File: src/tsls_pkg.sv
// Package: shared constants, codes and types of the scrollback line store.
package tsls_pkg;

  localparam int RING_LINES = 64;
  localparam int LINE_WIDTH = 128;
  localparam int SLOT_W     = $clog2(RING_LINES);
  localparam int COL_W      = $clog2(LINE_WIDTH);
  localparam int ADDR_W     = SLOT_W + COL_W;
  localparam int CNT_W      = 7;
  localparam int LEN_W      = 8;

  localparam logic [7:0] CH_BS        = 8'h08;
  localparam logic [7:0] CH_TAB       = 8'h09;
  localparam logic [7:0] CH_LF        = 8'h0A;
  localparam logic [7:0] CH_CR        = 8'h0D;
  localparam logic [7:0] CH_SPACE     = 8'h20;
  localparam logic [7:0] CH_PRINT_MIN = 8'h20;

  localparam logic REQ_APPEND = 1'b0;
  localparam logic REQ_READ   = 1'b1;

  typedef enum logic [1:0] {
    ST_OK    = 2'd0,
    ST_RANGE = 2'd1,
    ST_DROP  = 2'd2
  } status_e;

  typedef enum logic [2:0] {
    S_IDLE = 3'b001,
    S_TAB  = 3'b010,
    S_READ = 3'b100
  } state_e;

  typedef struct packed {
    logic              char_we;
    logic [ADDR_W-1:0] char_waddr;
    logic [7:0]        char_wdata;
    logic [ADDR_W-1:0] char_raddr;
    logic              len_we;
    logic [SLOT_W-1:0] len_waddr;
    logic [LEN_W-1:0]  len_wdata;
    logic [SLOT_W-1:0] len_raddr;
  } mem_req_t;

endpackage

File: src/tsls_ctrl.sv
// Control: request decode, line ring bookkeeping, tab sequencing and results.
module tsls_ctrl (
  input  logic                          clk_i,
  input  logic                          rst_ni,
  input  logic                          start,
  output logic                          busy,
  input  logic                          req_type_i,
  input  logic [7:0]                    data_byte_i,
  input  logic [tsls_pkg::SLOT_W-1:0]   line_index_i,
  input  logic [tsls_pkg::COL_W-1:0]    column_i,
  input  logic                          line_limit_we_i,
  input  logic [tsls_pkg::CNT_W-1:0]    line_limit_i,
  output tsls_pkg::mem_req_t            mem_req_o,
  input  logic [7:0]                    char_rdata_i,
  input  logic [tsls_pkg::LEN_W-1:0]    len_rdata_i,
  output logic                          result_strobe_o,
  output logic [7:0]                    read_char_o,
  output logic [tsls_pkg::LEN_W-1:0]    line_length_o,
  output logic [tsls_pkg::CNT_W-1:0]    line_count_o,
  output logic [1:0]                    status_o
);

  localparam logic [tsls_pkg::LEN_W-1:0] FULL_LEN = tsls_pkg::LEN_W'(tsls_pkg::LINE_WIDTH);
  localparam logic [tsls_pkg::CNT_W-1:0] MAX_CNT  = tsls_pkg::CNT_W'(tsls_pkg::RING_LINES);

  tsls_pkg::state_e state_q, state_d;

  logic [tsls_pkg::CNT_W-1:0]  limit_q, limit_d;
  logic [tsls_pkg::SLOT_W-1:0] oldest_q, oldest_d;
  logic [tsls_pkg::CNT_W-1:0]  held_q, held_d;
  logic                        cr_q, cr_d;
  logic [tsls_pkg::LEN_W-1:0]  cur_len_q, cur_len_d;
  logic [tsls_pkg::LEN_W-1:0]  tab_pos_q, tab_pos_d;
  logic [1:0]                  tab_cnt_q, tab_cnt_d;
  logic                        rd_bad_q, rd_bad_d;
  logic                        rd_cur_q, rd_cur_d;
  logic [tsls_pkg::COL_W-1:0]  rd_col_q, rd_col_d;

  logic                        strobe_q, strobe_d;
  logic [7:0]                  out_char_q, out_char_d;
  logic [tsls_pkg::LEN_W-1:0]  out_len_q, out_len_d;
  logic [tsls_pkg::CNT_W-1:0]  out_cnt_q, out_cnt_d;
  logic [1:0]                  out_st_q, out_st_d;

  logic [tsls_pkg::SLOT_W-1:0] cur_slot, rd_slot;
  logic [tsls_pkg::CNT_W-1:0]  eff_limit;
  logic [tsls_pkg::CNT_W:0]    held_inc;
  logic [tsls_pkg::LEN_W-1:0]  base_len, tab_sum, rd_len;
  logic [tsls_pkg::CNT_W-1:0]  idx_ext;
  logic                        accept, dropped;

  assign cur_slot = oldest_q + held_q[tsls_pkg::SLOT_W-1:0] - tsls_pkg::SLOT_W'(1);
  assign rd_slot  = oldest_q + line_index_i;
  assign held_inc = {1'b0, held_q} + (tsls_pkg::CNT_W+1)'(1);
  assign base_len = cr_q ? '0 : cur_len_q;
  assign tab_sum  = base_len + tsls_pkg::LEN_W'(4);
  assign idx_ext  = tsls_pkg::CNT_W'(line_index_i);
  assign accept   = start && (state_q == tsls_pkg::S_IDLE);
  assign busy     = (state_q != tsls_pkg::S_IDLE);

  always_comb begin
    if (limit_q == '0) begin
      eff_limit = tsls_pkg::CNT_W'(1);
    end else if (limit_q > MAX_CNT) begin
      eff_limit = MAX_CNT;
    end else begin
      eff_limit = limit_q;
    end
  end

  always_comb begin
    if (rd_bad_q) begin
      rd_len = '0;
    end else if (rd_cur_q) begin
      rd_len = cur_len_q;
    end else begin
      rd_len = len_rdata_i;
    end
  end

  always_comb begin
    state_d    = state_q;
    limit_d    = line_limit_we_i ? line_limit_i : limit_q;
    oldest_d   = oldest_q;
    held_d     = held_q;
    cr_d       = cr_q;
    cur_len_d  = cur_len_q;
    tab_pos_d  = tab_pos_q;
    tab_cnt_d  = tab_cnt_q;
    rd_bad_d   = rd_bad_q;
    rd_cur_d   = rd_cur_q;
    rd_col_d   = rd_col_q;
    strobe_d   = 1'b0;
    out_char_d = out_char_q;
    out_len_d  = out_len_q;
    out_cnt_d  = out_cnt_q;
    out_st_d   = out_st_q;
    dropped    = 1'b0;

    mem_req_o            = '0;
    mem_req_o.char_raddr = {rd_slot, column_i};
    mem_req_o.len_raddr  = rd_slot;
    mem_req_o.char_waddr = {cur_slot, base_len[tsls_pkg::COL_W-1:0]};
    mem_req_o.char_wdata = data_byte_i;
    mem_req_o.len_waddr  = cur_slot;
    mem_req_o.len_wdata  = cur_len_q;

    case (state_q)
      tsls_pkg::S_IDLE: begin
        if (accept && (req_type_i == tsls_pkg::REQ_READ)) begin
          rd_bad_d = (idx_ext >= held_q);
          rd_cur_d = (idx_ext == held_q - tsls_pkg::CNT_W'(1));
          rd_col_d = column_i;
          state_d  = tsls_pkg::S_READ;
        end else if (accept) begin
          cr_d = 1'b0;
          case (data_byte_i)
            tsls_pkg::CH_LF: begin
              mem_req_o.len_we = 1'b1;
              cur_len_d        = '0;
              if (held_inc > {1'b0, eff_limit}) begin
                oldest_d = oldest_q + tsls_pkg::SLOT_W'(1);
              end else begin
                held_d = held_inc[tsls_pkg::CNT_W-1:0];
              end
            end
            tsls_pkg::CH_CR: begin
              cr_d      = 1'b1;
              cur_len_d = base_len;
            end
            tsls_pkg::CH_TAB: begin
              mem_req_o.char_we    = !base_len[tsls_pkg::LEN_W-1];
              mem_req_o.char_wdata = tsls_pkg::CH_SPACE;
              if (tab_sum > FULL_LEN) begin
                cur_len_d = FULL_LEN;
                dropped   = 1'b1;
              end else begin
                cur_len_d = tab_sum;
              end
              tab_pos_d = base_len + tsls_pkg::LEN_W'(1);
              tab_cnt_d = 2'd2;
              state_d   = tsls_pkg::S_TAB;
            end
            tsls_pkg::CH_BS: begin
              cur_len_d = (base_len != '0) ? base_len - tsls_pkg::LEN_W'(1) : '0;
            end
            default: begin
              if (data_byte_i >= tsls_pkg::CH_PRINT_MIN) begin
                if (base_len[tsls_pkg::LEN_W-1]) begin
                  cur_len_d = base_len;
                  dropped   = 1'b1;
                end else begin
                  mem_req_o.char_we = 1'b1;
                  cur_len_d         = base_len + tsls_pkg::LEN_W'(1);
                end
              end else begin
                cur_len_d = base_len;
              end
            end
          endcase
          strobe_d   = 1'b1;
          out_char_d = '0;
          out_len_d  = cur_len_d;
          out_cnt_d  = held_d;
          out_st_d   = dropped ? tsls_pkg::ST_DROP : tsls_pkg::ST_OK;
        end
      end
      tsls_pkg::S_TAB: begin
        mem_req_o.char_we    = !tab_pos_q[tsls_pkg::LEN_W-1];
        mem_req_o.char_waddr = {cur_slot, tab_pos_q[tsls_pkg::COL_W-1:0]};
        mem_req_o.char_wdata = tsls_pkg::CH_SPACE;
        tab_pos_d            = tab_pos_q + tsls_pkg::LEN_W'(1);
        tab_cnt_d            = tab_cnt_q - 2'd1;
        if (tab_cnt_q == 2'd0) begin
          state_d = tsls_pkg::S_IDLE;
        end
      end
      tsls_pkg::S_READ: begin
        strobe_d   = 1'b1;
        out_len_d  = rd_len;
        out_char_d = (!rd_bad_q && ({1'b0, rd_col_q} < rd_len)) ? char_rdata_i : '0;
        out_cnt_d  = held_q;
        out_st_d   = rd_bad_q ? tsls_pkg::ST_RANGE : tsls_pkg::ST_OK;
        state_d    = tsls_pkg::S_IDLE;
      end
      default: begin
        state_d = tsls_pkg::S_IDLE;
      end
    endcase
  end

  always_ff @(posedge clk_i or negedge rst_ni) begin
    if (!rst_ni) begin
      state_q   <= tsls_pkg::S_IDLE;
      limit_q   <= MAX_CNT;
      oldest_q  <= '0;
      held_q    <= tsls_pkg::CNT_W'(1);
      cr_q      <= 1'b0;
      cur_len_q <= '0;
      tab_cnt_q <= '0;
      strobe_q  <= 1'b0;
    end else begin
      state_q   <= state_d;
      limit_q   <= limit_d;
      oldest_q  <= oldest_d;
      held_q    <= held_d;
      cr_q      <= cr_d;
      cur_len_q <= cur_len_d;
      tab_cnt_q <= tab_cnt_d;
      strobe_q  <= strobe_d;
    end
  end

  always_ff @(posedge clk_i) begin
    tab_pos_q  <= tab_pos_d;
    rd_bad_q   <= rd_bad_d;
    rd_cur_q   <= rd_cur_d;
    rd_col_q   <= rd_col_d;
    out_char_q <= out_char_d;
    out_len_q  <= out_len_d;
    out_cnt_q  <= out_cnt_d;
    out_st_q   <= out_st_d;
  end

  assign result_strobe_o = strobe_q;
  assign read_char_o     = out_char_q;
  assign line_length_o   = out_len_q;
  assign line_count_o    = out_cnt_q;
  assign status_o        = out_st_q;

endmodule

File: config.mk
export PLATFORM = sky130hd
export DESIGN_NAME = tsls_ctrl
export DESIGN_NICKNAME = d
export VERILOG_FILES = /design/src/tsls_pkg.sv /design/src/tsls_ctrl.sv
export SDC_FILE = /design/constraint.sdc
export NUM_CORES = 1
export LEC_CHECK = 0
export BUFFER_PORTS_ARGS = -buffer_cell sky130_fd_sc_hd__buf_2
export CORE_ASPECT_RATIO = 1.25
export CORE_MARGIN = 2
export CORE_UTILIZATION = 35
export DETAILED_ROUTE_END_ITERATION = 8
export GPL_ROUTABILITY_DRIVEN = 1
export PLACE_DENSITY = 0.65
export SLEW_MARGIN = 30
export SYNTH_ARGS = -nofsm -noshare
export SYNTH_HDL_FRONTEND = slang
export SYNTH_SLANG_ARGS = --single-unit
File: constraint.sdc
create_clock -name clk_i -period 4.25 [get_ports clk_i]
set_input_delay 0.425 -clock clk_i [delete_from_list [all_inputs] [get_ports clk_i]]
set_output_delay 0.425 -clock clk_i [all_outputs]
set_load 0.005 [all_outputs]
==> results of run 1 <==
-- cell type report --
type / instances / area share
multi-input combinational: 432 / 0.4698
sequential: 77 / 0.3191
timing repair buffer: 134 / 0.1011
tap: 216 / 0.04028
clock buffer: 10 / 0.03730
inverter: 46 / 0.02592
clock inverter: 6 / 0.006527
-- critical path: stages, from the launching register on --
cell	delay (ns)
dfstp_2	0.59
ha_1	0.26
and3_1	0.22
nand3_1	0.15
xnor2_1	0.17
ha_1	0.31
nand3_1	0.11
nor3_1	0.30
o22a_1	0.18
o31ai_2	0.12
nor3_1	0.30
mux2_2	0.37
-- kinds of logic (layout without fill, tap and decap cells) --
| group | Yosys count | in the layout | synth area share |
|---|---|---|---|
| adder cells (fa/ha/maj) | 46 | 46 | 0.1030 |
| XOR/XNOR | 57 | 57 | 0.08708 |
| AO/OA/AOI/OAI | 100 | 100 | 0.1179 |
| flip-flops | 77 | 77 | 0.3734 |
| buffers and inverters | 92 | 196 | 0.07726 |
| AND/OR/NAND/NOR | 206 | 206 | 0.1986 |
| multiplexers | 23 | 23 | 0.04278 |
-- worst paths after layout --
kind	startpoint	to
max in group asynchronous	rst_ni	oldest_q[0]
min in group clk_i	column_i[4]	rd_col_q[4]
max	held_q[0]	line_count_o[1]
max reg2reg	held_q[0]	line_count_o[1]
min	rst_ni	cr_q
min reg2reg	tab_cnt_q[0]	tab_cnt_q[0]
-- power breakdown --
part,internal [W],total (W),switching (W),leakage [nW]
sequential,0.000859,0.000956,0.0000976,0.802
combinational,0.000285,0.000651,0.000366,2.08
clock,0.000434,0.000766,0.000333,0.141
total,0.00158,0.00237,0.000797,3.02
-- registers in the layout (all words and copies together) (netlist names), 2 cells and up --
register       count
held_q             7
cur_len_q          8
oldest_q           6
line_count_o       7
read_char_o        8
status_o           2
limit_q            7
rd_col_q           7
tab_pos_q          8
tab_cnt_q          2
state_q            3
line_length_o      8
-- metrics by stage --
stage | cell area (sq um) | worst slack, ns | total power (W) | instances
3_5_place_dp | 6415 | 0.9537 | 0.001617 | 905
2_1_floorplan | 5733 | 1.147 | 0.001390 | 601
5_1_grt | 6709 | 0.7026 | 0.002509 | 921
4_1_cts | 6709 | 0.9232 | 0.002387 | 921
3_3_place_gp | 6412 | 1.016 | 0.001611 | 905
6_report | 6709 | 0.9240 | 0.002374 | 921
-- placed cells by master, fill, tap and decap left out, types with 3 or more instances in the layout --
cell type and count:
a211oi_1 3, a21o_1 10, a21oi_1 23, a22oi_1 3
a31oi_1 3, and2_1 20, and3_1 10, buf_2 131
buf_4 3, clkbuf_16 10, dfrtp_1 32, dfstp_2 3
edfxtp_1 42, ha_1 44, inv_1 43, mux2_1 4
mux2_2 8, mux2i_1 11, nand2_1 51, nand2b_1 7
nand3_1 27, nand4_1 5, nor2_1 22, nor2b_1 6
nor3_1 14, nor4_1 8, o211ai_1 5, o21a_1 7
o21ai_0 14, o21ai_1 7, o21bai_1 3, o22ai_1 6
or2_2 8, or3_1 4, or4_1 3, xnor2_1 40
xor2_1 17
-- routing by layer --
metal | GRT usage | vias up
met2 | 0.3043 | 138
met3 | 0.03183 | 29
met1 | 0.2173 | 2230
met4 | 0.05298 | 4
li1 | - | 2295
met5 | 0 | -
==> metrics.yaml, run 1 <==
floorplan:
  die_width_um: 118.5
  io_pins: 132
  core_area_sq_mm: 0.01614
  dieArea_sq_mm: 0.01743
  die_h_um: 147.1
  rows: 52
  start_util: 0.3553
timing:
  final-max-slew-violation-count: 0
  rsz0062_at_grt: "false"
  tightest_slew_ns: 0.8586
  finalSetupViolCount: 0
  hold_violations: 0
  clock_skew_ns: 0.006821
  slew_headroom: 0.4276
  final.setup.tns_ns: 0
  whs_ns: 0.1951
  period_needed_ns: 3.326
  max_freq_mhz: 300.7
  period_share: 0.7826
cells_and_area:
  diodes: 0
  nets: 795
  final_util: 0.4158
  multi_input_area_sq_mm: 0.003152
  seq_area_sq_mm: 0.002141
  syn_to_final_growth_pct: 17.02
  fill_cells: 1696
  drive_gt1_frac: 0.2638
setup_path:
  r2r_setup_slack_ns: 0.92
  crit_arrival_ns: 3.43
  cp_max_fo: 7
  start_kind: "flop"
  r2r_cells: 11
  cp-end-kind: "flop"
  required_ns: 4.35
  crit_type: "flop to flop"
synth:
  ys_types: 74
  synth_area_sq_mm: 0.005733
  syn_inst: 601
  synth_nets: 696
  synth-seq-cells: 77
  synth-edff-count: 42
  async_flop_share: 0.4545
  synth_top_area_frac: 0.2200
  synth_most_common_cell: "nand2_1"
  avgSynthCellArea_sq_um: 9.539
  synth_top_cell_by_area: "edfxtp_1"
  ys.flop_type: "edfxtp_1"
  seq_area_frac_synth: 0.3734
  ys_top_cells_by_count: "nand2_1 (52), ha_1 (44), inv_1 (43), edfxtp_1 (42), xnor2_1 (40)"
  yosysWarnings: 0
  synthTopCellsByArea: "edfxtp_1 (22%), dfrtp_1 (14%), ha_1 (9.6%), xnor2_1 (6.1%), nand2_1 (3.4%)"
drt:
  vias: 4696
  wl_met3_um: 712
  first_pass_iters: 5
  drtIter0Drc: 176
  drt-met1-wl_mm: 6.151
  ant_nets: 0
  vias_per_cell: 5.099
  top_layer_used: "met5"
  routed_wl_mm: 14.83
  wire_per_inst_um: 16.10
  wl_met2_mm: 7.647
  drc_errors: 0
place:
  gp_congestion: 0.8976
  dp_hpwl_mm: 11.45
  portBuffers: 131
clock_tree:
  clock_path_buffers: 2
  clk_latency_ns: 0.34
  clk_pin_slew_worst_paths_ns: 0.07
  htreeDepth: 3
  cts_buffers: 9
  tritoncts: "done"
  cts-resized-gates: 0
  cts-root-buf: "clkbuf_16"
  ctsHoldBuffers: 0
  clock-sinks: 77
  cts_setup_buffers: 0
power:
  power.density_mw_per_mm2: 353.9
  vdd_drop_max_uv: 151.2
  leakagePower_nw: 3.023
grt:
  grt_pass1_vias: 4677
  antenna_found_initial: 2
  grt_max_degree: 36
  grt_pass1_wl_mm: 23.98
  grt_usage: 0.1737
  grt_overflow: 0
run_status:
  status: "finished, final reports clean"
worst_hold_path:
  hp-class: "input pin to async pin"
run:
  max_cap_viol_count: 0
Power figures use the tool's default switching activity.
==> run 2: changes to the inputs <==
==> constraint.sdc (replaced) <==
create_clock -name clk_i -period 3.09 [get_ports clk_i]
set_input_delay 0.309 -clock clk_i [delete_from_list [all_inputs] [get_ports clk_i]]
set_output_delay 0.309 -clock clk_i [all_outputs]
set_load 0.005 [all_outputs]
==> run 2 against run 1 <==
  * Register-to-register slack got worse by 0.77 ns
  * Power rose by 39%
  * First-iteration DRC count rose by 85%
  * Final area rose by 3.2%
  * Sequential power rose by 29%
  * Clock power rose by 30%
  * Largest power group unchanged
==> metrics.yaml, run 2 (synthesis gave the netlist of run 1 again) <==
clock_tree:
  cts-root-buf: "clkbuf_16"
  clk_pin_slew_worst_paths_ns: 0.06  # about the same
  clk_latency_ns: 0.33  # about the same
  htreeDepth: 3  # unchanged
  cts_setup_buffers: 0  # unchanged
  tritoncts: "done"
  clock_path_buffers: 2  # unchanged
  clock-sinks: 77  # unchanged
  cts_buffers: 9  # unchanged
setup_path:
  required_ns: 3.17  # -1.18 ns
  path_cells: "buf_4 > inv_1 > ha_1 > ha_1 > nand2_1 > nor3_4 > o22a_1 > o31ai_2 > buf_4 > nor3_4 > mux2_2"
  path_buf_inv: 3  # +3
  cp-end-kind: "flop"
  crit_arrival_ns: 3.02  # -0.41 ns
  crit_type: "flop to flop"
  r2r_cells: 11  # unchanged
  cp_max_fo: 9  # +2
  critPathTopFamily: "adder cells"
  cp_slowest_cell: "dfstp_2"
  crit_end: "line_count_o[1]"
  r2r_end: "line_count_o[1]"
  r2r_setup_slack_ns: 0.15  # -0.77 ns
  cp-startpoint: "held_q[0]"
  worst-path-stages: 11  # unchanged
  start_kind: "flop"
  reg2reg_from: "held_q[0]"
  max_stage_delay_ns: 0.53  # -0.06 ns
timing:
  max_freq_mhz: 340.2  # +13%
  tightest_slew_ns: 0.8833  # +0.02472 ns
  hold_violations: 0  # unchanged
  clock_skew_ns: 0.007176  # +0.0003550 ns
  whs_ns: 0.08571  # -0.1094 ns
  slew_headroom: 0.4112  # -0.01648
  rsz0062_at_grt: "false"
  setup_ws_ns: 0.1503  # -0.7737 ns
  period_share: 0.9513  # +0.1688
  final-max-slew-violation-count: 0  # unchanged
  finalSetupViolCount: 0  # unchanged
  period_needed_ns: 2.940  # -0.3863 ns
place:
  portBuffers: 131  # unchanged
  place_area_sq_mm: 0.006618  # +3.2%
  gp_congestion: 0.8956  # -0.22%
  placedCellCount: 930  # +2.8%
  pre_cts_ws_ns: -0.04811  # -1.002 ns
  dp_hpwl_mm: 11.84  # +3.4%
floorplan:
  rows: 52  # unchanged
  die_h_um: 147.1  # unchanged
  dieArea_sq_mm: 0.01743  # unchanged
  start_util: 0.3553  # unchanged
  io_pins: 132  # unchanged
  die_width_um: 118.5  # unchanged
  core_area_sq_mm: 0.01614  # unchanged
grt:
  grt_pass1_wl_mm: 24.29  # +1.3%
  grt_pass1_vias: 4828  # +3.2%
  grt_overflow: 0  # unchanged
  antenna_found_initial: 0  # -2
  grt_max_degree: 36  # unchanged
  grt_usage: 0.1766  # +0.002863
cells_and_area:
  diodes: 0  # unchanged
  layout_common_cells: "buf_2 (131), nand2_1 (52), ha_1 (44)"
  final_cell_count_no_fill: 946  # +2.7%
  nets: 820  # +3.1%
  fill_cells: 1632  # -3.8%
  fin_area_sq_mm: 0.006924  # +3.2%
  drive_gt1_frac: 0.2932  # +0.02932
  syn_to_final_growth_pct: 20.78
  final_common_cell: "buf_2"
drt:
  wire_per_inst_um: 15.72  # -2.4%
  vias: 4752  # +1.2%
  vias_per_cell: 5.023  # -1.5%
  drtIter0Drc: 326  # +85%
  drc_errors: 0  # unchanged
  first_pass_iters: 6  # +1
  ant_nets: 0  # unchanged
  routed_wl_mm: 14.87  # +0.27%
power:
  leakagePower_nw: 3.155  # +4.4%
  vdd_drop_max_uv: 259.3  # +72%
  finalPower_w: 0.003298  # +39%
  power.density_mw_per_mm2: 476.4  # +35%
run:
  max_cap_viol_count: 0  # unchanged
worst_hold_path:
  hp-class: "input pin to async pin"
run_status:
  status: "finished, final reports clean"
-- run 2: cell count changes in the layout (fill, tap and decap cells not counted), sizes merged --
cell      before  now
inv           46   47
clkinvlp       2    1
buf          134  159
-- run 2: timing repair --
item / 4_1_cts / 5_1_grt
cloned: 0 / 0
endpoints found under the setup margin: 1 / 11
resized for setup: 2 / 4
pin swaps: 0 / 1
hold buffers: 0 / 0
-- run 2: layout make-up --
cell class	instances	area (sq um)	area share
clock buffers	10	229.0	0.03307
clock inverters	6	45.04	0.006505
inverters	46	173.9	0.02512
multi-input cells	432	3187	0.4602
flip-flops and latches	77	2141	0.3092
well taps	216	270.3	0.03903
repair buffers	159	878.3	0.1269
-- run 2: power breakdown --
group	total, W	switching [W]	internal (W)
clock network	0.000996	0.000445	0.000551
logic	0.00107	0.000620	0.000449
registers	0.00123	0.0000511	0.00118
-- run 2: worst min-delay path by stage --
stage,slack (ns),depth (start not counted),endpoint,start
global route,0.14,1,result_strobe_o,rst_ni
finish,0.09,1,result_strobe_o,rst_ni
global placement,0.47,1,result_strobe_o,rst_ni
CTS,0.13,1,result_strobe_o,rst_ni
detailed placement,0.48,1,result_strobe_o,rst_ni
floorplan,0.01,0,cr_q,rst_ni
-- run 2: per-stage QoR --
stage,util,TNS (ns)
2_1_floorplan,-,0
3_3_place_gp,0.4101,0
3_5_place_dp,0.4101,-0.04811
4_1_cts,0.4278,0
5_1_grt,0.4291,0
6_report,0.4291,0
-- run 2: layer usage --
layer | vias to the layer above | track usage | wire length, um
met5 | - | 0 | 0
met4 | 0 | 0.05476 | 299
met3 | 20 | 0.03261 | 735
met2 | 134 | 0.3205 | 7835
met1 | 2260 | 0.2110 | 6002
li1 | 2338 | - | -
